===== config.mk =====
export PLATFORM = sky130hd
export DESIGN_NAME = servo_slew_ramp_pwm_top
export DESIGN_NICKNAME = d
export VERILOG_FILES = /design/src/rtl/core/ssrp_pkg.sv /design/src/rtl/core/servo_slew_ramp_pwm_top.sv /design/src/rtl/core/ssrp_duty.sv /design/src/rtl/core/ssrp_fifo.sv
export SDC_FILE = /design/constraint.sdc
export NUM_CORES = 2
export LEC_CHECK = 0
export BUFFER_PORTS_ARGS = -buffer_cell sky130_fd_sc_hd__buf_2
export CORE_AREA = 3 3 301 303
export CTS_BUF_LIST = sky130_fd_sc_hd__clkbuf_16
export CTS_CLUSTER_SIZE = 20
export DETAILED_ROUTE_END_ITERATION = 12
export DIE_AREA = 0 0 304 306
export PLACE_DENSITY = 0.73
export SLEW_MARGIN = 20
export SYNTH_ARGS = -nofsm -noshare
export SYNTH_HDL_FRONTEND = slang
export SYNTH_SLANG_ARGS = --single-unit

===== constraint.sdc =====
create_clock -name i_clk -period 11.78 [get_ports i_clk]
set_input_delay 1.178 -clock i_clk [delete_from_list [all_inputs] [get_ports i_clk]]
set_output_delay 1.178 -clock i_clk [all_outputs]
set_load 0.05 [all_outputs]

===== src/rtl/core/ssrp_pkg.sv =====
// Shared constants, codes and types for the servo slew ramp / PWM duty block.
// Used by ssrp_duty and servo_slew_ramp_pwm_top; no dependencies.
package ssrp_pkg;

    localparam int OP_W       = 2;
    localparam int ANGLE_W    = 18;
    localparam int GOAL_W     = 16;
    localparam int STEP_W     = 10;
    localparam int RATE_W     = 20;
    localparam int DUTY_W     = 16;
    localparam int OFFSET_W   = 17;
    localparam int CFG_ADDR_W = 2;
    localparam int CFG_DATA_W = 17;
    localparam int IN_DATA_W  = 40;
    localparam int OUT_DATA_W = 40;

    localparam int FIFO_DEPTH = 8;

    localparam logic signed [ANGLE_W-1:0] ANGLE_LOW  = -18'sd46080;
    localparam logic signed [ANGLE_W-1:0] ANGLE_HIGH = 18'sd92160;
    localparam logic signed [ANGLE_W-1:0] FULL_SCALE = 18'sd46080;
    localparam logic signed [ANGLE_W:0]   DEADBAND   = 19'sd256;
    localparam logic [STEP_W-1:0]         STEP_MAX   = 10'd1023;

    // Step = floor(rate / TICK_RATE_HZ) by reciprocal multiply, exact for 20-bit rates.
    localparam int TICK_RATE_HZ = 1000;
    localparam int STEP_SHIFT   = RATE_W + $clog2(TICK_RATE_HZ);
    localparam int STEP_MUL_W   = RATE_W + 1;
    localparam int STEP_PROD_W  = RATE_W + STEP_MUL_W;
    localparam longint unsigned STEP_MUL =
        ((64'd1 << STEP_SHIFT) + 64'(TICK_RATE_HZ) - 64'd1) / 64'(TICK_RATE_HZ);

    // Full scale 46080 = 45 << 10; divide by 45 via reciprocal on 22-bit values.
    localparam int DUTY_DIV     = 45;
    localparam int DUTY_DIV_SH  = 10;
    localparam int DUTY_T_W     = 38;
    localparam int DUTY_PROD_W  = 37;
    localparam int DUTY_BASE_W  = 22;
    localparam int TQ_W         = 22;
    localparam int DIV_SHIFT    = 28;
    localparam int DIV_MUL_W    = 23;
    localparam int DIV_PROD_W   = TQ_W + DIV_MUL_W;
    localparam longint unsigned DIV_MUL =
        ((64'd1 << DIV_SHIFT) + 64'(DUTY_DIV) - 64'd1) / 64'(DUTY_DIV);
    localparam logic signed [DUTY_T_W-1:0] CLIP_LIMIT = 38'sd3019898880;

    typedef enum logic [OP_W-1:0] {
        OP_TICK  = 2'd0,
        OP_SET   = 2'd1,
        OP_PLACE = 2'd2
    } t_opcode;

    typedef enum logic [CFG_ADDR_W-1:0] {
        REG_OFFSET   = 2'd0,
        REG_INVERT   = 2'd1,
        REG_DUTY_MIN = 2'd2,
        REG_DUTY_MAX = 2'd3
    } t_cfg_reg;

    typedef struct packed {
        logic signed [OFFSET_W-1:0] offset;
        logic                       invert;
        logic [DUTY_W-1:0]          duty_min;
        logic [DUTY_W-1:0]          duty_max;
    } t_duty_cfg;

    typedef struct packed {
        logic                      valid;
        logic signed [ANGLE_W-1:0] angle;
        logic                      moving;
    } t_snap;

    // Packed to match m_axis_tdata from bit 0 upward: duty, angle, active, clipped.
    typedef struct packed {
        logic                      clipped;
        logic                      active;
        logic signed [ANGLE_W-1:0] angle;
        logic [DUTY_W-1:0]         duty;
    } t_result;

    localparam int RESULT_W = $bits(t_result);

endpackage


===== src/rtl/core/servo_slew_ramp_pwm_top.sv =====
// Top level of the slew-limited servo positioner with PWM duty mapping.
// Depends on ssrp_pkg, ssrp_duty and ssrp_fifo.
//
// Takes one command per clock while s_axis_tready is high (tick, set target,
// place) and returns one result per command: PWM compare value, present angle,
// ramp status and clip flag. Sustained rate is one item per cycle while
// m_axis_tready stays high. Each result passes the input register, ramp update,
// two duty stages and the result FIFO before m_axis_tvalid rises. s_axis_tready
// drops only when eight items are outstanding, set by the depth of the result
// FIFO. Config writes are taken any cycle; the user must make them only between
// items, as the block itself does not enforce this.
module servo_slew_ramp_pwm_top (
    input  logic                                i_clk,
    input  logic                                i_rst_n,
    input  logic                                s_axis_tvalid,
    output logic                                s_axis_tready,
    // [17:0] target_angle, [37:18] degrees_per_second, [39:38] zero
    input  logic [ssrp_pkg::IN_DATA_W-1:0]      s_axis_tdata,
    // [1:0] opcode
    input  logic [ssrp_pkg::OP_W-1:0]           s_axis_tuser,
    output logic                                m_axis_tvalid,
    input  logic                                m_axis_tready,
    // [15:0] duty_value, [33:16] present_angle, [34] ramp_active,
    // [35] duty_clipped, [39:36] zero
    output logic [ssrp_pkg::OUT_DATA_W-1:0]     m_axis_tdata,
    input  logic                                i_cfg_we,
    input  logic [ssrp_pkg::CFG_ADDR_W-1:0]     i_cfg_addr,
    input  logic [ssrp_pkg::CFG_DATA_W-1:0]     i_cfg_wdata
);

    localparam int CREDIT_W = $clog2(ssrp_pkg::FIFO_DEPTH + 1);

    logic                                r_credit_ok;
    logic [CREDIT_W-1:0]                 r_credit;
    logic                                in_xfer;
    logic                                out_xfer;

    ssrp_pkg::t_duty_cfg                 r_cfg;

    logic                                r_a_valid;
    logic [ssrp_pkg::OP_W-1:0]           r_a_op;
    logic signed [ssrp_pkg::ANGLE_W-1:0] r_a_tgt;
    logic [ssrp_pkg::RATE_W-1:0]         r_a_rate;

    logic signed [ssrp_pkg::ANGLE_W-1:0] r_cur,    n_cur;
    logic [ssrp_pkg::GOAL_W-1:0]         r_goal,   n_goal;
    logic [ssrp_pkg::STEP_W-1:0]         r_step,   n_step;
    logic                                r_moving, n_moving;
    logic                                r_skip,   n_skip;

    ssrp_pkg::t_snap                     r_snap;

    logic signed [ssrp_pkg::ANGLE_W:0]   cur_x;
    logic signed [ssrp_pkg::ANGLE_W:0]   goal_x;
    logic signed [ssrp_pkg::ANGLE_W:0]   diff;
    logic signed [ssrp_pkg::ANGLE_W:0]   moved;
    logic signed [ssrp_pkg::ANGLE_W-1:0] moved_sat;
    logic signed [ssrp_pkg::ANGLE_W-1:0] place_sat;
    logic [ssrp_pkg::GOAL_W-1:0]         goal_clamp;
    logic                                near;
    logic                                at_goal;
    logic [ssrp_pkg::STEP_PROD_W-1:0]    rate_prod;
    logic [ssrp_pkg::STEP_PROD_W-1:0]    step_q;
    logic [ssrp_pkg::STEP_W-1:0]         step_sat;

    logic                                res_valid;
    ssrp_pkg::t_result                   res;
    logic [ssrp_pkg::RESULT_W-1:0]       fifo_data;

    assign s_axis_tready = r_credit_ok;
    assign in_xfer       = s_axis_tvalid && s_axis_tready;
    assign out_xfer      = m_axis_tvalid && m_axis_tready;

    always_ff @(posedge i_clk) begin
        if (!i_rst_n) begin
            r_credit    <= '0;
            r_credit_ok <= 1'b1;
        end else begin
            case ({in_xfer, out_xfer})
                2'b10: begin
                    r_credit    <= r_credit + CREDIT_W'(1);
                    r_credit_ok <= (r_credit + CREDIT_W'(1)) < CREDIT_W'(ssrp_pkg::FIFO_DEPTH);
                end
                2'b01: begin
                    r_credit    <= r_credit - CREDIT_W'(1);
                    r_credit_ok <= 1'b1;
                end
                default: begin
                    r_credit    <= r_credit;
                    r_credit_ok <= r_credit_ok;
                end
            endcase
        end
    end

    always_ff @(posedge i_clk) begin
        if (!i_rst_n) begin
            r_cfg.offset   <= '0;
            r_cfg.invert   <= 1'b0;
            r_cfg.duty_min <= '0;
            r_cfg.duty_max <= '1;
        end else if (i_cfg_we) begin
            case (ssrp_pkg::t_cfg_reg'(i_cfg_addr))
                ssrp_pkg::REG_OFFSET:   r_cfg.offset   <= $signed(i_cfg_wdata);
                ssrp_pkg::REG_INVERT:   r_cfg.invert   <= i_cfg_wdata[0];
                ssrp_pkg::REG_DUTY_MIN: r_cfg.duty_min <= i_cfg_wdata[ssrp_pkg::DUTY_W-1:0];
                ssrp_pkg::REG_DUTY_MAX: r_cfg.duty_max <= i_cfg_wdata[ssrp_pkg::DUTY_W-1:0];
                default: ;
            endcase
        end
    end

    always_ff @(posedge i_clk) begin
        if (!i_rst_n) begin
            r_a_valid <= 1'b0;
        end else begin
            r_a_valid <= in_xfer;
        end
        r_a_op   <= s_axis_tuser;
        r_a_tgt  <= $signed(s_axis_tdata[ssrp_pkg::ANGLE_W-1:0]);
        r_a_rate <= s_axis_tdata[ssrp_pkg::ANGLE_W+ssrp_pkg::RATE_W-1:ssrp_pkg::ANGLE_W];
    end

    always_comb begin
        cur_x   = (ssrp_pkg::ANGLE_W+1)'(r_cur);
        goal_x  = $signed({3'b000, r_goal});
        diff    = cur_x - goal_x;
        near    = (diff <= ssrp_pkg::DEADBAND) && (diff >= -ssrp_pkg::DEADBAND);
        at_goal = (cur_x == goal_x);

        if (goal_x < cur_x) begin
            moved = cur_x - $signed({9'b0, r_step});
        end else begin
            moved = cur_x + $signed({9'b0, r_step});
        end
        if (moved < (ssrp_pkg::ANGLE_W+1)'(ssrp_pkg::ANGLE_LOW)) begin
            moved_sat = ssrp_pkg::ANGLE_LOW;
        end else if (moved > (ssrp_pkg::ANGLE_W+1)'(ssrp_pkg::ANGLE_HIGH)) begin
            moved_sat = ssrp_pkg::ANGLE_HIGH;
        end else begin
            moved_sat = moved[ssrp_pkg::ANGLE_W-1:0];
        end

        if (r_a_tgt < ssrp_pkg::ANGLE_LOW) begin
            place_sat = ssrp_pkg::ANGLE_LOW;
        end else if (r_a_tgt > ssrp_pkg::ANGLE_HIGH) begin
            place_sat = ssrp_pkg::ANGLE_HIGH;
        end else begin
            place_sat = r_a_tgt;
        end

        if (r_a_tgt[ssrp_pkg::ANGLE_W-1]) begin
            goal_clamp = '0;
        end else if (r_a_tgt > ssrp_pkg::FULL_SCALE) begin
            goal_clamp = ssrp_pkg::FULL_SCALE[ssrp_pkg::GOAL_W-1:0];
        end else begin
            goal_clamp = r_a_tgt[ssrp_pkg::GOAL_W-1:0];
        end

        rate_prod = ssrp_pkg::STEP_PROD_W'(r_a_rate)
                  * ssrp_pkg::STEP_PROD_W'(ssrp_pkg::STEP_MUL);
        step_q    = rate_prod >> ssrp_pkg::STEP_SHIFT;
        step_sat  = (step_q > ssrp_pkg::STEP_PROD_W'(ssrp_pkg::STEP_MAX))
                  ? ssrp_pkg::STEP_MAX : step_q[ssrp_pkg::STEP_W-1:0];

        n_cur    = r_cur;
        n_goal   = r_goal;
        n_step   = r_step;
        n_moving = r_moving;
        n_skip   = r_skip;
        if (r_a_valid) begin
            case (ssrp_pkg::t_opcode'(r_a_op))
                ssrp_pkg::OP_TICK: begin
                    if (r_moving) begin
                        if (r_skip) begin
                            n_skip = 1'b0;
                            if (!at_goal) begin
                                n_cur = moved_sat;
                            end
                        end else if (near) begin
                            n_moving = 1'b0;
                        end else begin
                            n_cur = moved_sat;
                        end
                    end
                end
                ssrp_pkg::OP_SET: begin
                    n_goal = goal_clamp;
                    n_step = step_sat;
                    if (!r_moving) begin
                        n_moving = 1'b1;
                        n_skip   = 1'b1;
                    end
                end
                ssrp_pkg::OP_PLACE: begin
                    n_cur = place_sat;
                end
                default: ;
            endcase
        end
    end

    always_ff @(posedge i_clk) begin
        if (!i_rst_n) begin
            r_cur        <= '0;
            r_goal       <= '0;
            r_step       <= '0;
            r_moving     <= 1'b0;
            r_skip       <= 1'b0;
            r_snap.valid <= 1'b0;
        end else begin
            r_cur        <= n_cur;
            r_goal       <= n_goal;
            r_step       <= n_step;
            r_moving     <= n_moving;
            r_skip       <= n_skip;
            r_snap.valid <= r_a_valid;
        end
        r_snap.angle  <= n_cur;
        r_snap.moving <= n_moving;
    end

    ssrp_duty u_duty (
        .i_clk    (i_clk),
        .i_rst_n  (i_rst_n),
        .i_snap   (r_snap),
        .i_cfg    (r_cfg),
        .o_valid  (res_valid),
        .o_result (res)
    );

    ssrp_fifo #(
        .WIDTH (ssrp_pkg::RESULT_W),
        .DEPTH (ssrp_pkg::FIFO_DEPTH)
    ) u_fifo (
        .i_clk     (i_clk),
        .i_rst_n   (i_rst_n),
        .i_wr_en   (res_valid),
        .i_wr_data (res),
        .o_valid   (m_axis_tvalid),
        .i_ready   (m_axis_tready),
        .o_data    (fifo_data)
    );

    assign m_axis_tdata = {{(ssrp_pkg::OUT_DATA_W-ssrp_pkg::RESULT_W){1'b0}}, fifo_data};

`ifndef NO_ASSERTIONS
    a_credit_bound: assert property (@(posedge i_clk) disable iff (!i_rst_n)
        r_credit <= CREDIT_W'(ssrp_pkg::FIFO_DEPTH))
        else $error("outstanding transfer count above FIFO depth");

    a_ready_credit: assert property (@(posedge i_clk) disable iff (!i_rst_n)
        r_credit_ok == (r_credit < CREDIT_W'(ssrp_pkg::FIFO_DEPTH)))
        else $error("ready flag out of step with credit count");

    a_skip_moving: assert property (@(posedge i_clk) disable iff (!i_rst_n)
        r_skip |-> r_moving)
        else $error("deadband skip pending while ramp idle");

    a_goal_range: assert property (@(posedge i_clk) disable iff (!i_rst_n)
        r_goal <= ssrp_pkg::FULL_SCALE[ssrp_pkg::GOAL_W-1:0])
        else $error("goal angle beyond full scale");

    a_step_hold: assert property (@(posedge i_clk) disable iff (!i_rst_n)
        !(r_a_valid && (r_a_op == ssrp_pkg::OP_SET)) |=> $stable(r_step))
        else $error("step size changed without set target");
`endif

endmodule


===== src/rtl/core/ssrp_duty.sv =====
// Registered duty mapping: angle -> PWM compare value with saturation.
// Depends on ssrp_pkg.
module ssrp_duty (
    input  logic                  i_clk,
    input  logic                  i_rst_n,
    input  ssrp_pkg::t_snap       i_snap,
    input  ssrp_pkg::t_duty_cfg   i_cfg,
    output logic                  o_valid,
    output ssrp_pkg::t_result     o_result
);

    localparam int AW = ssrp_pkg::ANGLE_W + 2;
    localparam int SW = ssrp_pkg::DUTY_W + 1;

    logic signed [AW-1:0]                      a_raw;
    logic signed [AW-1:0]                      a_map;
    logic signed [SW-1:0]                      span;
    logic signed [ssrp_pkg::DUTY_T_W-1:0]      t_sum;
    logic [ssrp_pkg::DIV_PROD_W-1:0]           q_prod;
    logic [ssrp_pkg::DIV_PROD_W-ssrp_pkg::DIV_SHIFT-1:0] q_val;

    logic                                      r_c_valid;
    logic signed [ssrp_pkg::DUTY_PROD_W-1:0]   r_c_prod;
    logic [ssrp_pkg::DUTY_BASE_W-1:0]          r_c_base;
    logic signed [ssrp_pkg::ANGLE_W-1:0]       r_c_angle;
    logic                                      r_c_moving;

    logic                                      r_d_valid;
    logic                                      r_d_low;
    logic                                      r_d_high;
    logic [ssrp_pkg::TQ_W-1:0]                 r_d_tq;
    logic signed [ssrp_pkg::ANGLE_W-1:0]       r_d_angle;
    logic                                      r_d_moving;

    always_comb begin
        a_raw = AW'(i_snap.angle) - AW'(i_cfg.offset);
        a_map = i_cfg.invert ? (AW'(ssrp_pkg::FULL_SCALE) - a_raw) : a_raw;
        span  = $signed({1'b0, i_cfg.duty_max}) - $signed({1'b0, i_cfg.duty_min});
    end

    always_ff @(posedge i_clk) begin
        if (!i_rst_n) begin
            r_c_valid <= 1'b0;
        end else begin
            r_c_valid <= i_snap.valid;
        end
        r_c_prod   <= ssrp_pkg::DUTY_PROD_W'(a_map) * ssrp_pkg::DUTY_PROD_W'(span);
        r_c_base   <= ssrp_pkg::DUTY_BASE_W'(i_cfg.duty_min)
                    * ssrp_pkg::DUTY_BASE_W'(ssrp_pkg::DUTY_DIV);
        r_c_angle  <= i_snap.angle;
        r_c_moving <= i_snap.moving;
    end

    assign t_sum = ssrp_pkg::DUTY_T_W'(r_c_prod)
                 + $signed({6'b0, r_c_base, {ssrp_pkg::DUTY_DIV_SH{1'b0}}});

    always_ff @(posedge i_clk) begin
        if (!i_rst_n) begin
            r_d_valid <= 1'b0;
        end else begin
            r_d_valid <= r_c_valid;
        end
        r_d_low    <= t_sum[ssrp_pkg::DUTY_T_W-1];
        r_d_high   <= !t_sum[ssrp_pkg::DUTY_T_W-1] && (t_sum >= ssrp_pkg::CLIP_LIMIT);
        r_d_tq     <= t_sum[ssrp_pkg::DUTY_DIV_SH+ssrp_pkg::TQ_W-1:ssrp_pkg::DUTY_DIV_SH];
        r_d_angle  <= r_c_angle;
        r_d_moving <= r_c_moving;
    end

    always_comb begin
        q_prod = ssrp_pkg::DIV_PROD_W'(r_d_tq) * ssrp_pkg::DIV_PROD_W'(ssrp_pkg::DIV_MUL);
        q_val  = q_prod[ssrp_pkg::DIV_PROD_W-1:ssrp_pkg::DIV_SHIFT];
        o_valid          = r_d_valid;
        o_result.angle   = r_d_angle;
        o_result.active  = r_d_moving;
        o_result.clipped = r_d_low || r_d_high;
        if (r_d_low) begin
            o_result.duty = '0;
        end else if (r_d_high) begin
            o_result.duty = '1;
        end else begin
            o_result.duty = q_val[ssrp_pkg::DUTY_W-1:0];
        end
    end

endmodule


===== src/rtl/core/ssrp_fifo.sv =====
// Small register-based result FIFO feeding the output stream.
// Generic width and depth (power of two); no package dependency.
module ssrp_fifo #(
    parameter int WIDTH = 36,
    parameter int DEPTH = 8
) (
    input  logic             i_clk,
    input  logic             i_rst_n,
    input  logic             i_wr_en,
    input  logic [WIDTH-1:0] i_wr_data,
    output logic             o_valid,
    input  logic             i_ready,
    output logic [WIDTH-1:0] o_data
);

    localparam int PTR_W = $clog2(DEPTH);
    localparam int CNT_W = $clog2(DEPTH + 1);

    logic [WIDTH-1:0] r_mem [DEPTH];
    logic [PTR_W-1:0] r_wr_ptr;
    logic [PTR_W-1:0] r_rd_ptr;
    logic [CNT_W-1:0] r_count;
    logic             rd_en;

    assign o_valid = (r_count != '0);
    assign o_data  = r_mem[r_rd_ptr];
    assign rd_en   = o_valid && i_ready;

    always_ff @(posedge i_clk) begin
        if (i_wr_en) begin
            r_mem[r_wr_ptr] <= i_wr_data;
        end
    end

    always_ff @(posedge i_clk) begin
        if (!i_rst_n) begin
            r_wr_ptr <= '0;
            r_rd_ptr <= '0;
            r_count  <= '0;
        end else begin
            if (i_wr_en) begin
                r_wr_ptr <= r_wr_ptr + PTR_W'(1);
            end
            if (rd_en) begin
                r_rd_ptr <= r_rd_ptr + PTR_W'(1);
            end
            case ({i_wr_en, rd_en})
                2'b10:   r_count <= r_count + CNT_W'(1);
                2'b01:   r_count <= r_count - CNT_W'(1);
                default: r_count <= r_count;
            endcase
        end
    end

endmodule


==> metrics <==
Total GRT Usage around 26%; Post-layout nets 6058; Avg Inst Size Synth 10.5 µm²; Final HPWL DP around 90000 µm; largest net degree at the start of global routing between 70 and 80; Cells after Synth between 4000 and 5000; vias in the first global route between 30000 and 40000; outcome finished, final reports clean; ys async rst share 0%; Starting Density a little under three fifths; Setup Fix Bufs, Post-CTS 0; Post-synth EDFFs 288; worst setup path class reg2reg; worst-path fanout max 9; top cell type by total area after synthesis fa_1; First-pass DRT Iterations 6; register clock-pin slew on the reported worst setup and hold paths around 0.060 ns; vias per cell 5.64; final antenna-violating net count 0; xor/xnor cell area share of the yosys netlist under 10%; worst skew pair latency roughly 0.66 ns; hold path cells 0; htree depth 2; cell with the most instances after synthesis inv_1; largest family of logic cells by synthesized area adder cells; clk_skew approximately 0.042 ns; RSZ-0062 raised after global routing no; Synth cell types 94; DR WL/cell 19.5 µm; Most common cell on crit path fa_1; Worst Hold Class reg2reg; hold buffer count at CTS 0; Die H 306 µm; cts bufs inserted 57; Mapped Area approximately 50000 µm²; Max Fclk just under 100 MHz; Main synth FF type edfxtp_1; IO Port Bufs slightly above 100; initial antenna violation count 18; number of max-cap violations 0; slowest stage delay, CP roughly 0.78 ns; Final setup viols 0; drt first-iter violations 2273; CTS root buffer clkbuf_16; Slowest cell on crit path xor2_1; Die ar. a little over 90000 µm²; YS warnings 0; mux cell area share after synthesis between 4 and 5%; fin. max-slew vios 0; Crit. End Element register; Core Area slightly below 90000 µm²; clock period minus worst slack about 10 ns; sequential share of the synthesized area 28.9%; Req. time, crit path about 12 ns; final wirelength between 100000 and 150000 µm; CTS Buffer Depth 3; Die X roughly 300 µm; slew margin rel. 25.2%; Worst Tran Pin Value roughly 1.1 ns; Synth area leaders fa_1 (23%), edfxtp_1 (17%), ha_1 (15%); Hold Vio Cnt, Final 0; Area Growth Syn to Fin 7.74%; PostCTS Resize Cnt 0; area fraction in compound gates after synthesis approximately 7.9%; CTS tree done; GRT overflow 0; number of core rows approximately 110; fraction of layout instances using a drive strength above 1 approximately 8.4%; Synth Area in Adders 37.9%; Final period util between 80% and 90%; most common library cells after synthesis inv_1 (894), ha_1 (582), fa_1 (581); CTS Sinks between 500 and 600; crit start category register; global-route wire length before repair 190000 µm; vias post-DR ~34000; GPL Wtd Cong approximately 0.93; Synth top area share between 20% and 30%; Worst R2R Path Depth 32; synthesis-stage register bit count approximately 580; WP data arrival roughly 11 ns; Fillers between 7000 and 8000; total negative slack 0 ns; DRC 0; I/O pin count between 100 and 150; post-synthesis simple-gate area fraction 9.95%
worst max-delay path, delay by kind of cell (launching register included):
kind / cells / cell delay, ns
DFF: 1 / 0.47
and+or+nand+nor: 4 / 0.66
xor gates and xnor gates: 2 / 0.89
buffers and inverters: 3 / 0.17
AOI/OAI and AO/OA: 14 / 3.93
adders and majority gates: 9 / 3.94
metrics by stage:
step	hold WS, ns	setup slack (ns)	util [%]	std cells	cell area (µm²)
finish	0.305	1.56	61.0	6051	53800
global route	0.312	0.867	61.0	6046	53800
CTS	0.300	1.67	60.9	6043	53800
detailed placement	0.312	1.76	58.8	5935	51900
global placement	0.311	1.79	58.8	5935	51900
floorplan	0.310	2.91	-	4745	50000
registers in the layout, summed over array words and instances (netlist names), 3 cells and up, named ones only:
name / cells
u_fifo.r_wr_ptr: 3
r_step: 10
u_duty.r_c_angle: 18
u_duty.r_d_angle: 18
r_credit: 4
r_cur: 18
u_duty.r_c_prod: 27
r_goal: 16
u_fifo.r_mem: 288
r_a_rate: 20
u_duty.r_d_tq: 22
u_fifo.r_rd_ptr: 3
r_a_tgt: 18
r_snap: 20
u_fifo.r_count: 4
r_cfg: 50
u_duty.r_c_base: 22
layout make-up:
type                       count  area, µm²  area share [%]
clock inverter                51        444           0.825
timing repair buffer         150        873            1.62
inverter                     897       3370            6.26
tap                         1165       1460            2.71
clock buffer                  57       1430            2.65
antenna                        8       20.0          0.0372
sequential                   576      14400            26.8
multi-input combinational   3147      31800            59.1
kinds of logic (layout without fill, tap and decap cells):
family                   count (synthesis)  count (layout)
AO/OA/AOI/OAI                          597             597
XOR/XNOR                               193             193
adder cells (fa/ha/maj)               1167            1167
buffers and inverters                 1022            1155
flip-flops                             576             576
multiplexers                           118             118
other                                    1              12
AND/OR/NAND/NOR                       1068            1068
worst paths after layout:
| check | start | to | slack [ns] |
|---|---|---|---|
| setup / recovery | r_cfg[16] | u_duty.r_c_prod[36] | 1.56 |
| hold / removal | u_duty.r_c_angle[14] | u_duty.r_d_angle[14] | 0.30 |
| setup reg to reg | r_cfg[16] | u_duty.r_c_prod[36] | 1.56 |
| hold reg to reg | u_duty.r_c_angle[14] | u_duty.r_d_angle[14] | 0.30 |
placed cells by master, fill, tap and decap left out, types with 57 or more instances in the layout:
cell and instances:
nor2_1 278, clkbuf_16 57, ha_1 582, xor2_1 59, a21oi_1 214, edfxtp_1 288, dfxtp_1 285, nand2_1 396
buf_2 101, mux4_2 72, xnor2_1 127, inv_1 902, fa_1 581, and2_1 62, o21ai_0 96
metal layers:
metal / wire (µm) / share of wire, % / up-vias / global-route usage (%)
met5: 90 / 0.076 / - / 0
met2: 57500 / 49 / 1092 / 44.4
met3: 8130 / 6.9 / 236 / 4.56
met1: 48100 / 41 / 16900 / 33.5
met4: 3890 / 3.3 / 14 / 8.10
li1: - / - / 15800 / -
Power is left out: the tool's default activity adds up to more than one toggle a clock period on the data nets, which glitch-free logic cannot reach.
